### src/hdl/ode_integrator_euler_rk2_rk4_defines.svh
// Assertion macros shared by the integrator RTL.
// Each macro expects clk and rst in scope; checks are off while rst is high.
`ifndef ODE_INTEGRATOR_EULER_RK2_RK4_DEFINES_SVH
`define ODE_INTEGRATOR_EULER_RK2_RK4_DEFINES_SVH

// Same-cycle implication: cons must hold whenever ante holds.
`define ODERK_ASSERT_IMP(lbl, ante, cons, msg) \
  lbl: assert property (@(posedge clk) disable iff (rst) (ante) |-> (cons)) else $error(msg);

// Next-cycle implication: cons must hold in the cycle after ante holds.
`define ODERK_ASSERT_NXT(lbl, ante, cons, msg) \
  lbl: assert property (@(posedge clk) disable iff (rst) (ante) |=> (cons)) else $error(msg);

`endif

### src/hdl/oderk_pkg.sv
package oderk_pkg;

  localparam int VAL_W      = 32;
  localparam int FRAC_BITS  = 16;
  localparam int H_W        = 16;
  localparam int CNT_W      = 10;
  localparam int MODE_W     = 2;
  localparam int PROD_W     = H_W + 1 + VAL_W;
  localparam int ACC_W      = VAL_W + 3;
  localparam int SAT_W      = PROD_W + 1;
  localparam int DIV_DIGITS = 9;
  localparam int DIV_W      = 4 * DIV_DIGITS;

  localparam int APB_ADDR_W = 3;
  localparam int APB_DATA_W = 32;

  localparam logic [H_W-1:0]   STEP_SIZE_RST  = 16'd6554;
  localparam logic [CNT_W-1:0] STEP_COUNT_RST = 10'd10;

  localparam logic [0:0] REG_STEP_SIZE  = 1'b0;
  localparam logic [0:0] REG_STEP_COUNT = 1'b1;

  localparam logic [MODE_W-1:0] MODE_EULER = 2'd0;
  localparam logic [MODE_W-1:0] MODE_RK2   = 2'd1;

  localparam logic signed [SAT_W-1:0] Q_MAX = {{(SAT_W-VAL_W+1){1'b0}}, {(VAL_W-1){1'b1}}};
  localparam logic signed [SAT_W-1:0] Q_MIN = {{(SAT_W-VAL_W+1){1'b1}}, {(VAL_W-1){1'b0}}};

  function automatic logic sat_clip(input logic signed [SAT_W-1:0] v);
    return (v > Q_MAX) || (v < Q_MIN);
  endfunction

  function automatic logic signed [VAL_W-1:0] sat32(input logic signed [SAT_W-1:0] v);
    logic signed [VAL_W-1:0] r;
    if (v > Q_MAX) begin
      r = {1'b0, {(VAL_W-1){1'b1}}};
    end else if (v < Q_MIN) begin
      r = {1'b1, {(VAL_W-1){1'b0}}};
    end else begin
      r = v[VAL_W-1:0];
    end
    return r;
  endfunction

  function automatic logic signed [SAT_W-1:0] sx_val(input logic signed [VAL_W-1:0] v);
    return $signed({{(SAT_W-VAL_W){v[VAL_W-1]}}, v});
  endfunction

  function automatic logic signed [SAT_W-1:0] sx_acc(input logic signed [ACC_W-1:0] v);
    return $signed({{(SAT_W-ACC_W){v[ACC_W-1]}}, v});
  endfunction

  // Quotient digit of x / 6 for x below 96: count the multiples of six not above x.
  function automatic logic [3:0] div6_digit(input logic [6:0] x);
    logic [3:0] d;
    d = '0;
    for (int j = 1; j < 16; j++) begin
      if (x >= 7'(6 * j)) begin
        d = d + 4'd1;
      end
    end
    return d;
  endfunction

endpackage

### src/hdl/oderk_job_if.sv
interface oderk_job_if import oderk_pkg::*; ();
  logic                    valid;
  logic                    ready;
  logic [MODE_W-1:0]       mode;
  logic signed [VAL_W-1:0] initial_value;

  modport source (output valid, output mode, output initial_value, input ready);
  modport sink   (input valid, input mode, input initial_value, output ready);
endinterface

### src/hdl/oderk_result_if.sv
interface oderk_result_if import oderk_pkg::*; ();
  logic                    valid;
  logic                    ready;
  logic signed [VAL_W-1:0] final_value;
  logic                    saturated;

  modport source (output valid, output final_value, output saturated, input ready);
  modport sink   (input valid, input final_value, input saturated, output ready);
endinterface

### src/hdl/oderk_mul.sv
module oderk_mul import oderk_pkg::*; (
  input  logic                     clk,
  input  logic                     en,
  input  logic [H_W-1:0]           h,
  input  logic signed [VAL_W-1:0]  x,
  output logic signed [PROD_W-1:0] prod
);

  // Exact product of the unsigned step and a signed operand, registered.
  always_ff @(posedge clk) begin
    if (en) begin
      prod <= $signed({1'b0, h}) * x;
    end
  end

endmodule

### src/hdl/ode_integrator_euler_rk2_rk4.sv
// Fixed-point integrator for dy/dx = 2y. Each job transaction carries a method
// (0 Euler, 1 second-order Runge-Kutta, 2 or 3 classic fourth-order
// Runge-Kutta) and a signed Q16.16 starting value; the block takes step_count
// steps of size step_size (APB register 0 at byte 0, register 1 at byte 4) and
// returns one result transaction with the final value and a sticky flag that
// is set if any slope, product, slope argument or new value was clipped to
// the 32-bit range. All arithmetic runs through one shared 17x32 multiplier
// under a small sequencer, and job.ready is high only while the sequencer is
// idle. Each step runs the multiply, k and argument states once per slope
// evaluation: once for Euler, twice for RK2 and four times for RK4, which then
// divides the weighted slope sum by six, one radix-16 digit at a time, and
// commits the new value in an update state. The result sits in an output
// register, so the next job may start while it waits.
`include "ode_integrator_euler_rk2_rk4_defines.svh"

module ode_integrator_euler_rk2_rk4 import oderk_pkg::*; (
  input  logic                  clk,
  input  logic                  rst,
  oderk_job_if.sink             job,
  oderk_result_if.source        result,
  input  logic                  psel,
  input  logic                  penable,
  input  logic                  pwrite,
  input  logic [APB_ADDR_W-1:0] paddr,
  input  logic [APB_DATA_W-1:0] pwdata,
  output logic [APB_DATA_W-1:0] prdata,
  output logic                  pready
);

  typedef enum logic [6:0] {
    S_IDLE = 7'b0000001,
    S_MUL  = 7'b0000010,
    S_K    = 7'b0000100,
    S_ARG  = 7'b0001000,
    S_DIV  = 7'b0010000,
    S_UPD  = 7'b0100000,
    S_DONE = 7'b1000000
  } state_t;

  state_t                   state;
  logic [MODE_W-1:0]        mode_r;
  logic [CNT_W-1:0]         cnt;
  logic [1:0]               stage;
  logic signed [VAL_W-1:0]  y;
  logic signed [VAL_W-1:0]  opnd;
  logic signed [VAL_W-1:0]  kcur;
  logic signed [ACC_W-1:0]  acc;
  logic [DIV_W-1:0]         dsh;
  logic [2:0]               drem;
  logic [3:0]               dcnt;
  logic                     dneg;
  logic                     flag;
  logic [H_W-1:0]           step_size;
  logic [CNT_W-1:0]         step_count;
  logic                     res_valid;
  logic signed [VAL_W-1:0]  res_value;
  logic                     res_sat;

  logic signed [PROD_W-1:0] prod;
  logic signed [SAT_W-1:0]  slope_wide;
  logic signed [VAL_W-1:0]  slope_v;
  logic                     slope_clip;
  logic signed [SAT_W-1:0]  k_wide;
  logic signed [VAL_W-1:0]  k_v;
  logic                     k_clip;
  logic signed [ACC_W-1:0]  k_acc;
  logic signed [SAT_W-1:0]  arg_wide;
  logic signed [VAL_W-1:0]  arg_v;
  logic                     arg_clip;
  logic signed [SAT_W-1:0]  incr_wide;
  logic signed [SAT_W-1:0]  q_wide;
  logic signed [SAT_W-1:0]  upd_wide;
  logic signed [VAL_W-1:0]  ynew;
  logic                     y_clip;
  logic [ACC_W-1:0]         acc_mag;
  logic [6:0]               dx;
  logic [3:0]               dd;
  logic                     is_euler;
  logic                     is_rk2;
  logic                     is_rk4;
  logic                     final_step;
  logic                     cfg_wr;
  logic [0:0]               reg_idx;
  logic                     out_free;

  // Configuration port: zero-wait APB, register picked by the word address.
  assign pready  = 1'b1;
  assign reg_idx = paddr[APB_ADDR_W-1:2];
  assign cfg_wr  = psel && penable && pwrite;

  always_comb begin
    case (reg_idx)
      REG_STEP_SIZE:  prdata = {{(APB_DATA_W-H_W){1'b0}}, step_size};
      REG_STEP_COUNT: prdata = {{(APB_DATA_W-CNT_W){1'b0}}, step_count};
      default:        prdata = '0;
    endcase
  end

  assign job.ready          = (state == S_IDLE);
  assign result.valid       = res_valid;
  assign result.final_value = res_value;
  assign result.saturated   = res_sat;
  assign out_free           = !res_valid || result.ready;

  // Mode three falls through to fourth-order Runge-Kutta.
  assign is_euler = (mode_r == MODE_EULER);
  assign is_rk2   = (mode_r == MODE_RK2);
  assign is_rk4   = !is_euler && !is_rk2;

  // Shared multiplier: h times the saturated slope 2v of the current argument.
  assign slope_wide = $signed({{(SAT_W-VAL_W-1){opnd[VAL_W-1]}}, opnd, 1'b0});
  assign slope_v    = sat32(slope_wide);
  assign slope_clip = sat_clip(slope_wide);

  oderk_mul u_mul (
    .clk  (clk),
    .en   (state == S_MUL),
    .h    (step_size),
    .x    (slope_v),
    .prod (prod)
  );

  // Floor the product back to Q16.16 and clip it; this is the k value.
  assign k_wide = $signed({{(SAT_W-PROD_W){prod[PROD_W-1]}}, prod}) >>> FRAC_BITS;
  assign k_v    = sat32(k_wide);
  assign k_clip = sat_clip(k_wide);
  assign k_acc  = $signed({{(ACC_W-VAL_W){k_v[VAL_W-1]}}, k_v});

  // Next slope argument: y + k/2 for the midpoints, y + k3 for the last RK4 slope.
  always_comb begin
    if (is_rk4 && stage == 2'd2) begin
      arg_wide = sx_val(y) + sx_val(kcur);
    end else begin
      arg_wide = sx_val(y) + sx_val(kcur >>> 1);
    end
  end
  assign arg_v    = sat32(arg_wide);
  assign arg_clip = sat_clip(arg_wide);

  // Step increment: k1 for Euler, floor((k1 + k2) / 2) for RK2, sum / 6 for RK4.
  assign incr_wide = is_euler ? sx_acc(acc) : sx_acc(acc >>> 1);
  assign q_wide    = dneg ? -$signed({{(SAT_W-DIV_W){1'b0}}, dsh})
                          :  $signed({{(SAT_W-DIV_W){1'b0}}, dsh});
  assign upd_wide  = sx_val(y) + ((state == S_UPD) ? q_wide : incr_wide);
  assign ynew      = sat32(upd_wide);
  assign y_clip    = sat_clip(upd_wide);

  assign final_step = (state == S_UPD) ||
                      ((state == S_ARG) && (is_euler || (is_rk2 && stage == 2'd1)));

  // Divide the magnitude by six one hex digit per cycle; the sign goes back on after.
  assign acc_mag = acc[ACC_W-1] ? ACC_W'(-acc) : ACC_W'(acc);
  assign dx      = {drem, dsh[DIV_W-1 -: 4]};
  assign dd      = div6_digit(dx);

  always_ff @(posedge clk) begin
    if (rst) begin
      state      <= S_IDLE;
      res_valid  <= 1'b0;
      flag       <= 1'b0;
      step_size  <= STEP_SIZE_RST;
      step_count <= STEP_COUNT_RST;
    end else begin
      if (cfg_wr) begin
        case (reg_idx)
          REG_STEP_SIZE:  step_size  <= pwdata[H_W-1:0];
          REG_STEP_COUNT: step_count <= pwdata[CNT_W-1:0];
          default: ;
        endcase
      end

      // Drop the result once taken; S_DONE reloads the register itself.
      if (result.ready && state != S_DONE) begin
        res_valid <= 1'b0;
      end

      case (state)
        S_IDLE: begin
          if (job.valid) begin
            mode_r <= job.mode;
            y      <= job.initial_value;
            opnd   <= job.initial_value;
            cnt    <= step_count;
            stage  <= 2'd0;
            flag   <= 1'b0;
            state  <= (step_count == '0) ? S_DONE : S_MUL;
          end
        end
        S_MUL: begin
          if (slope_clip) begin
            flag <= 1'b1;
          end
          state <= S_K;
        end
        S_K: begin
          // Accumulate k1 + 2 k2 + 2 k3 + k4 (RK4) or k1 + k2 (RK2).
          kcur <= k_v;
          if (k_clip) begin
            flag <= 1'b1;
          end
          if (stage == 2'd0) begin
            acc <= k_acc;
          end else if (is_rk4 && stage != 2'd3) begin
            acc <= acc + (k_acc <<< 1);
          end else begin
            acc <= acc + k_acc;
          end
          state <= S_ARG;
        end
        S_ARG: begin
          if (is_rk4 && stage == 2'd3) begin
            dsh   <= {{(DIV_W-ACC_W){1'b0}}, acc_mag};
            dneg  <= acc[ACC_W-1];
            drem  <= '0;
            dcnt  <= '0;
            state <= S_DIV;
          end else if (!final_step) begin
            opnd  <= arg_v;
            stage <= stage + 2'd1;
            if (arg_clip) begin
              flag <= 1'b1;
            end
            state <= S_MUL;
          end
        end
        S_DIV: begin
          drem <= 3'(dx - 7'({dd, 2'b00}) - 7'({dd, 1'b0}));
          dsh  <= {dsh[DIV_W-5:0], dd};
          dcnt <= dcnt + 4'd1;
          if (dcnt == 4'(DIV_DIGITS - 1)) begin
            state <= S_UPD;
          end
        end
        S_UPD: ;
        S_DONE: begin
          // Hold here until the output register is free.
          if (out_free) begin
            res_value <= y;
            res_sat   <= flag;
            res_valid <= 1'b1;
            state     <= S_IDLE;
          end
        end
        default: state <= S_IDLE;
      endcase

      // Close the step: commit the new y, then advance or finish.
      if (final_step) begin
        y     <= ynew;
        opnd  <= ynew;
        stage <= 2'd0;
        if (y_clip) begin
          flag <= 1'b1;
        end
        if (cnt == CNT_W'(1)) begin
          state <= S_DONE;
        end else begin
          cnt   <= cnt - CNT_W'(1);
          state <= S_MUL;
        end
      end
    end
  end

  `ODERK_ASSERT_NXT(a_accept_leaves_idle, job.valid && job.ready, state != S_IDLE, "accepted job left sequencer idle")
  `ODERK_ASSERT_NXT(a_zero_steps_done, job.valid && job.ready && step_count == '0, state == S_DONE, "zero-step job did not go straight to done")
  `ODERK_ASSERT_IMP(a_euler_one_slope, state == S_MUL && is_euler, stage == 2'd0, "Euler step evaluated more than one slope")
  `ODERK_ASSERT_IMP(a_rk2_two_slopes, state == S_MUL && is_rk2, stage[1] == 1'b0, "RK2 step evaluated more than two slopes")
  `ODERK_ASSERT_IMP(a_div_bound, state == S_DIV, dcnt < 4'(DIV_DIGITS), "divider ran past its last digit")
  `ODERK_ASSERT_NXT(a_done_loads_out, state == S_DONE && out_free, result.valid && result.final_value == $past(y), "result register missed the final value")

endmodule
### src/flat_wrapper.sv
// flat-port wrapper written by rule: the top's interface ports become plain ports
module ode_integrator_euler_rk2_rk4_flat import oderk_pkg::*;
  (clk, rst, psel, penable, pwrite, paddr, pwdata, prdata, pready, job_valid, job_mode, job_initial_value, job_ready, result_valid, result_final_value, result_saturated, result_ready);
  oderk_job_if job_i ();
  oderk_result_if result_i ();
  input  logic clk;
  input  logic rst;
  input  logic psel;
  input  logic penable;
  input  logic pwrite;
  input  logic [APB_ADDR_W-1:0] paddr;
  input  logic [APB_DATA_W-1:0] pwdata;
  output logic [APB_DATA_W-1:0] prdata;
  output logic pready;
  input wire logic [$bits(job_i.valid)-1:0] job_valid;
  input wire logic [$bits(job_i.mode)-1:0] job_mode;
  input wire logic [$bits(job_i.initial_value)-1:0] job_initial_value;
  output wire logic [$bits(job_i.ready)-1:0] job_ready;
  output wire logic [$bits(result_i.valid)-1:0] result_valid;
  output wire logic [$bits(result_i.final_value)-1:0] result_final_value;
  output wire logic [$bits(result_i.saturated)-1:0] result_saturated;
  input wire logic [$bits(result_i.ready)-1:0] result_ready;
  assign job_i.valid = job_valid;
  assign job_i.mode = job_mode;
  assign job_i.initial_value = job_initial_value;
  assign job_ready = job_i.ready;
  assign result_valid = result_i.valid;
  assign result_final_value = result_i.final_value;
  assign result_saturated = result_i.saturated;
  assign result_i.ready = result_ready;
  ode_integrator_euler_rk2_rk4 u_core (.clk(clk), .rst(rst), .job(job_i), .result(result_i), .psel(psel), .penable(penable), .pwrite(pwrite), .paddr(paddr), .pwdata(pwdata), .prdata(prdata), .pready(pready));
endmodule
### config.mk
export PLATFORM = sky130hd
export DESIGN_NAME = ode_integrator_euler_rk2_rk4_flat
export DESIGN_NICKNAME = d
export VERILOG_FILES = /design/src/hdl/oderk_pkg.sv /design/src/hdl/oderk_job_if.sv /design/src/hdl/oderk_result_if.sv /design/src/hdl/oderk_mul.sv /design/src/hdl/ode_integrator_euler_rk2_rk4.sv /design/src/flat_wrapper.sv
export VERILOG_INCLUDE_DIRS = /design/src /design/src/hdl
export SDC_FILE = /design/constraint.sdc
export NUM_CORES = 2
export LEC_CHECK = 0
export BUFFER_PORTS_ARGS = -buffer_cell sky130_fd_sc_hd__buf_2
export CORE_MARGIN = 1.5
export CORE_UTILIZATION = 35
export CTS_CLUSTER_SIZE = 20
export DETAILED_ROUTE_END_ITERATION = 10
export PLACE_DENSITY_LB_ADDON = 0.2
export SLEW_MARGIN = 5
export SYNTH_ARGS = -nofsm -noshare
export SYNTH_HDL_FRONTEND = slang
export SYNTH_HIERARCHICAL = 1
export SYNTH_SLANG_ARGS = --single-unit
### constraint.sdc
create_clock -name clk -period 10.5 [get_ports clk]
set_clock_uncertainty 0.05 [all_clocks]
set_input_delay 0.525 -clock clk [delete_from_list [all_inputs] [get_ports clk]]
set_output_delay 0.525 -clock clk [all_outputs]
set_load 0.01 [all_outputs]
* Yosys cells after proc, flatten, opt, wreduce, memory -nomap -nowiden
Cells that the tools add are included.
** Word-level totals
- Register bits :: 306
** Cells by class
- Reductions and logical operators :: 36
- Bitwise logic cells :: 2
- Equal/unequal tests :: 21
- Order comparisons :: 23
- Add/subtract/negate cells :: 26
- Muxes and demuxes :: 70
- Multiply operators :: 1
** Operator list (number)
- $mux W32 :: 13
- $mux W50 :: 3
- $pmux W32 S2 :: 2
- $mux W35 :: 3
- $gt A50 B32 Y1 const B :: 2
- $lt A50 B32 Y1 const B :: 2
- $pmux W36 S2 :: 1
- $gt A33 B32 Y1 const B :: 2
- $lt A33 B32 Y1 const B :: 2
- $mux W4 :: 15
- $add A4 B1 Y4 const B :: 14
- $add A32 B50 Y50 :: 1
- $neg A36 Y50 :: 1
- $mul A17 B32 Y49 :: 1
- $pmux W7 S7 :: 1
- $mux W7 :: 6
- $mux W10 :: 4
- $mux W36 :: 1
- $add A35 B32 Y35 :: 1
- $add A35 B33 Y35 :: 1
- $ge A7 B6 Y1 const B :: 5
- $ge A7 B7 Y1 const B :: 5
- $neg A35 Y35 :: 1
- $mux W34 :: 1
- 44 further kinds :: 91

* Longest topological paths before layout
- Depth after elaboration :: 33
- Mapped depth :: 47
- Gate-level depth less buffers :: 47

* Cells and area by module
The synthesis kept the hierarchy.
** By module, submodules not included
- ode_integrator_euler_rk2_rk4 :: instances 1, seq. area each 7367.1 µm², cells each 2771, area each 23710.2 µm²
- oderk_mul :: instances 1, seq. area each 1471.4 µm², cells each 2106, area each 19537.5 µm²

* Least setup slack after synthesis
Ideal clock, no wire load.
- Kind :: flip-flop to flip-flop
- From :: reg u_core.state[6]
- To :: reg u_core.acc[0], enable pin
- Path slack :: 1.810 ns
- Data arrival time :: 8.322 ns
- Path buffers :: 0
- Period minus slack after synthesis :: 8.690 ns
- Cell stages (with the launch flop) :: 5
- Cell sequence :: dfxtp_1 nor4_1 nand2b_1 nor4b_1 nor2b_1
** On the way
- Cells in the longest elaborated chain, start to end :: 2
** RTL lines
- start, declared :: line ode_integrator_euler_rk2_rk4.sv:40 : state_t state;
- start signal, assigned :: line ode_integrator_euler_rk2_rk4.sv:186 : state <= (step_count == '0) ? S_DONE : S_MUL;
- $eq A7 B3 Y1 :: line ode_integrator_euler_rk2_rk4.sv:177 : case (state)
- $reduce_and A2 Y1 (no line)
- end signal, assigned :: line ode_integrator_euler_rk2_rk4.sv:202 : acc <= k_acc;
- end signal, assigned :: line ode_integrator_euler_rk2_rk4.sv:204 : acc <= acc + (k_acc <<< 1);
- end signal, assigned :: line ode_integrator_euler_rk2_rk4.sv:206 : acc <= acc + k_acc;
- end, declared :: line ode_integrator_euler_rk2_rk4.sv:47 : logic signed [ACC_W-1:0] acc;
No other way between the ends.
A chain may end at the register's enable or synchronous reset.

* Worst setup path after layout
- From :: reg u_core.dsh[33]
- To :: reg u_core.dsh[3], data pin
** On the way
- Cells in the longest elaborated chain, start to end :: 31
** RTL lines
- start, declared :: line ode_integrator_euler_rk2_rk4.sv:48 : logic [DIV_W-1:0] dsh;
- start signal, assigned :: line ode_integrator_euler_rk2_rk4.sv:212 : dsh <= {{(DIV_W-ACC_W){1'b0}}, acc_mag};
- start signal, assigned :: line ode_integrator_euler_rk2_rk4.sv:228 : dsh <= {dsh[DIV_W-5:0], dd};
- $ge A7 B3 Y1 :: line oderk_pkg.sv:58 : if (x >= 7'(6 * j)) begin
- $mux W1 :: line oderk_pkg.sv:58
- $add A1 B1 Y2 :: line oderk_pkg.sv:59 : d = d + 4'd1;
- $mux W4 :: line oderk_pkg.sv:58
- $add A4 B1 Y4 :: line oderk_pkg.sv:59
- $mux W4 :: line oderk_pkg.sv:58
- $add A4 B1 Y4 :: line oderk_pkg.sv:59
- $mux W4 :: line oderk_pkg.sv:58
- [15 not listed]
- $mux W4 :: line oderk_pkg.sv:58
- $add A4 B1 Y4 :: line oderk_pkg.sv:59
- $mux W4 :: line oderk_pkg.sv:58
- $add A4 B1 Y4 :: line oderk_pkg.sv:59
- $mux W4 :: line oderk_pkg.sv:58
- $add A4 B1 Y4 :: line oderk_pkg.sv:59
- $mux W4 (*) :: line oderk_pkg.sv:58
- $pmux W36 S2 (*) :: line ode_integrator_euler_rk2_rk4.sv:177
Every way passes the cells marked *; elsewhere a longest branch is shown, timed or not.

==> metrics.txt <==
# TYPE chip_impl_metric gauge
chip_impl_metric{name="antenna_left",unit=""} 0
chip_impl_metric{name="gpl.final_weighted_congestion",unit=""} 0.919
chip_impl_metric{name="cts-buffers-inserted",unit=""} 39
chip_impl_metric{name="die-area",unit="um2"} 124000
chip_impl_metric{name="grt_pass1_vias",unit=""} 33638
chip_impl_metric{name="io_buffers",unit=""} 108
chip_impl_metric{name="detail_route.iter0.violations",unit=""} 2569
chip_impl_metric{name="multi_input_area",unit="um2"} 30900
chip_impl_metric{name="dieHeight",unit="um"} 352
chip_impl_metric{name="routed_via_density",unit=""} 5.24
chip_impl_metric{name="timing.fmax",unit="MHz"} 109
chip_impl_metric{name="finalHoldViolations",unit=""} 0
chip_impl_metric{name="cts_repair_resize_count",unit=""} 0
chip_impl_info{name="timing.critical_path.from_type",value="flip-flop"} 1
chip_impl_metric{name="detailed_route_wire_length",unit="um"} 133000
chip_impl_metric{name="power_density",unit="nW/um2"} 382
chip_impl_metric{name="timing.critical_path.required",unit="ps"} 10830
chip_impl_metric{name="numClockSinks",unit=""} 290
chip_impl_metric{name="worst_slack",unit="ps"} 1360
chip_impl_metric{name="critPathMaxStageDelay",unit="ps"} 660
chip_impl_metric{name="timing.final.setup_violations",unit=""} 0
chip_impl_info{name="hold_path_startpoint",value="job_mode[1]"} 1
chip_impl_info{name="crit_path_start",value="u_core/dsh[33]"} 1
chip_impl_metric{name="grt.overflow.total",unit=""} 0
chip_impl_metric{name="holdPathStages",unit=""} 1
chip_impl_metric{name="layout_worst_path_cycle_share",unit="%"} 87.1
chip_impl_info{name="rsz0062_at_grt",value="false"} 1
chip_impl_info{name="hold_end",value="u_core/mode_r[1]"} 1
chip_impl_metric{name="yosysWarningCount",unit=""} 6
chip_impl_metric{name="die_x",unit="um"} 352
chip_impl_metric{name="post_place_cells",unit=""} 6384
chip_impl_info{name="outcome",value="finished clean"} 1
chip_impl_metric{name="globalRouteTotalUtil",unit="%"} 21.4
chip_impl_metric{name="placement_rows",unit=""} 127
chip_impl_metric{name="num_vias",unit=""} 33872
chip_impl_metric{name="initial_utilization",unit="%"} 35.4
chip_impl_metric{name="final_nets",unit=""} 5676
chip_impl_info{name="cell_occurring_most_often_along_the_worst_timing_path",value="sky130_fd_sc_hd__ha_1"} 1
chip_impl_metric{name="detailedRoute.firstPassIterationCount",unit=""} 6
chip_impl_metric{name="clock_tree.htree_level_count",unit=""} 2
chip_impl_metric{name="seq_area",unit="um2"} 8370
chip_impl_metric{name="design.portCount",unit=""} 144
chip_impl_info{name="cts_tree",value="built"} 1
chip_impl_metric{name="slew-limit-headroom",unit="%"} 26.3
chip_impl_metric{name="cts_post_setup_buffers_inserted",unit=""} 0
chip_impl_metric{name="rr_worst_depth",unit=""} 43
chip_impl_info{name="critical_path.reg2reg.startpoint",value="u_core/dsh[33]"} 1
chip_impl_metric{name="grt_max_degree",unit=""} 77
chip_impl_metric{name="detail_route.drc_violations",unit=""} 0
chip_impl_metric{name="synth.cell_area",unit="um2"} 42600
chip_impl_metric{name="vdd_drop_max",unit="uV"} 385
chip_impl_metric{name="grt_first_pass_wirelength",unit="um"} 203000
chip_impl_metric{name="clkTransAtPathRegs",unit="ps"} 60
chip_impl_metric{name="grt_antenna_before_repair",unit=""} 10
chip_impl_metric{name="average_wire_per_standard_cell",unit="um"} 20.5
chip_impl_info{name="cts_root_buffer",value="sky130_fd_sc_hd__clkbuf_16"} 1
chip_impl_metric{name="detailedPlacementHpwl",unit="um"} 101000
chip_impl_metric{name="worstSkewPairLatency",unit="ps"} 570
chip_impl_metric{name="area_growth_from_synthesis_to_layout",unit="%"} 8.02
chip_impl_info{name="crit_type",value="reg2reg"} 1
chip_impl_metric{name="dp_worst_setup_slack",unit="ps"} 1420
chip_impl_metric{name="critPathMaxFanout",unit=""} 15
chip_impl_metric{name="cap_violations",unit=""} 0
chip_impl_metric{name="post_synth_inst_count",unit=""} 4835
chip_impl_metric{name="worst-r2r-setup-slack",unit="ps"} 1360
chip_impl_metric{name="avgSynthCellArea",unit="um2"} 8.81
chip_impl_info{name="worstSetupEndpointType",value="flip-flop"} 1
chip_impl_metric{name="fp.coreArea",unit="um2"} 120000
chip_impl_metric{name="max_slew.worst_pin.slew",unit="ps"} 1100
chip_impl_metric{name="post_route_cells_drive_above_1_share",unit="%"} 7.41
chip_impl_info{name="critPathSlowestCell",value="sky130_fd_sc_hd__edfxtp_1"} 1
chip_impl_metric{name="leakage_power_of_the_design",unit="nW"} 20.3
chip_impl_metric{name="critPathArrivalTime",unit="ps"} 9470
chip_impl_info{name="r2r-end",value="u_core/dsh[3]"} 1
chip_impl_metric{name="instances_no_fill",unit=""} 6459
chip_impl_metric{name="cts-root-to-sink-buffers",unit=""} 3
chip_impl_metric{name="fillCellCount",unit=""} 12353
chip_impl_metric{name="slew_viol_final",unit=""} 0
chip_impl_metric{name="setup_tns",unit="ps"} 0
chip_impl_metric{name="fin_crit",unit="ps"} 9140
chip_impl_metric{name="ctsHoldBuffers",unit=""} 0
chip_impl_info{name="hp-class",value="in2reg"} 1
-- sequential cells by signal, summed over array words and instances, names as in the netlist, 2 cells and up --
name and flops:
u_core/dsh 36, u_core/acc 35, u_core/u_mul/prod 33, u_core/kcur 32, u_core/opnd 32, u_core/result.final_value 32, u_core/y 32, u_core/step_size 16
u_core/cnt 10, u_core/step_count 10, u_core/state 7, u_core/dcnt 4, u_core/drem 3, u_core/mode_r 2, u_core/stage 2
-- layout by cell type, fill, tap and decap left out, drive strengths merged, types with 40 or more instances in the layout --
| cell type | n |
|---|---|
| a21oi | 300 |
| clkbuf | 54 |
| buf | 153 |
| o21ai | 253 |
| nand2 | 621 |
| xor2 | 95 |
| fa | 493 |
| nor2 | 248 |
| mux2 | 48 |
| edfxtp | 255 |
| o21a | 40 |
| and2 | 254 |
| a21o | 123 |
| mux2i | 40 |
| ha | 294 |
| nand3 | 74 |
| inv | 669 |
| xnor2 | 170 |
-- cell type report --
class	instances	area share [%]
multi-input cells	3660	67.2
repair buffers	153	1.94
clock inverters	16	0.326
clock buffers	54	2.52
inverters	669	5.46
diodes	5	0.0272
well taps	1612	4.38
flip-flops and latches	290	18.2
-- stage by stage --
step / utilization [%] / cell area, um2 / total power, mW / hold slack (ps)
after floorplan: - / 42600 / 12.9 / 353
after global placement: 37.1 / 44700 / 16.0 / 418
after detailed placement: 37.1 / 44700 / 16.1 / 413
after CTS: 38.2 / 46000 / 17.6 / 66.0
after global routing: 38.2 / 46000 / 19.5 / 75.7
final: 38.2 / 46000 / 17.6 / 88.3
-- layer usage --
| layer | vias to the layer above | global-route usage (%) | routed length [um] |
|---|---|---|---|
| li1 | 16079 | - | - |
| met1 | 16719 | 30.9 | 62100 |
| met2 | 930 | 33.5 | 59200 |
| met3 | 144 | 2.52 | 7610 |
| met4 | 0 | 6.33 | 3720 |
| met5 | - | 0 | 0 |
-- critical path: cells and delay by family, from the launching register on --
kind | cells | cell delay (ps)
flops | 1 | 660
compound gates | 13 | 1930
buf+inv | 3 | 200
xor+xnor | 1 | 220
simple gates | 12 | 1680
mux | 1 | 280
fa+ha+maj | 13 | 3910
-- how the worst max path moves through the flow --
stage                     slack (ps)  cells after the start             to
after CTS                       1380                     43  u_core/dsh[3]
final                           1360                     43  u_core/dsh[3]
after global placement          1440                     43  u_core/dsh[3]
after global routing             550                     43  u_core/dsh[3]
after floorplan                 1810                      4  u_core/acc[0]
after detailed placement        1420                     43  u_core/dsh[3]
-- where the power goes --
part           internal (mW)  switching, mW
combinational           5.78           8.30
sequential              2.01         0.0975
clock                  0.824          0.559
total                   8.61           8.95
(Power assumes the default switching activity.)
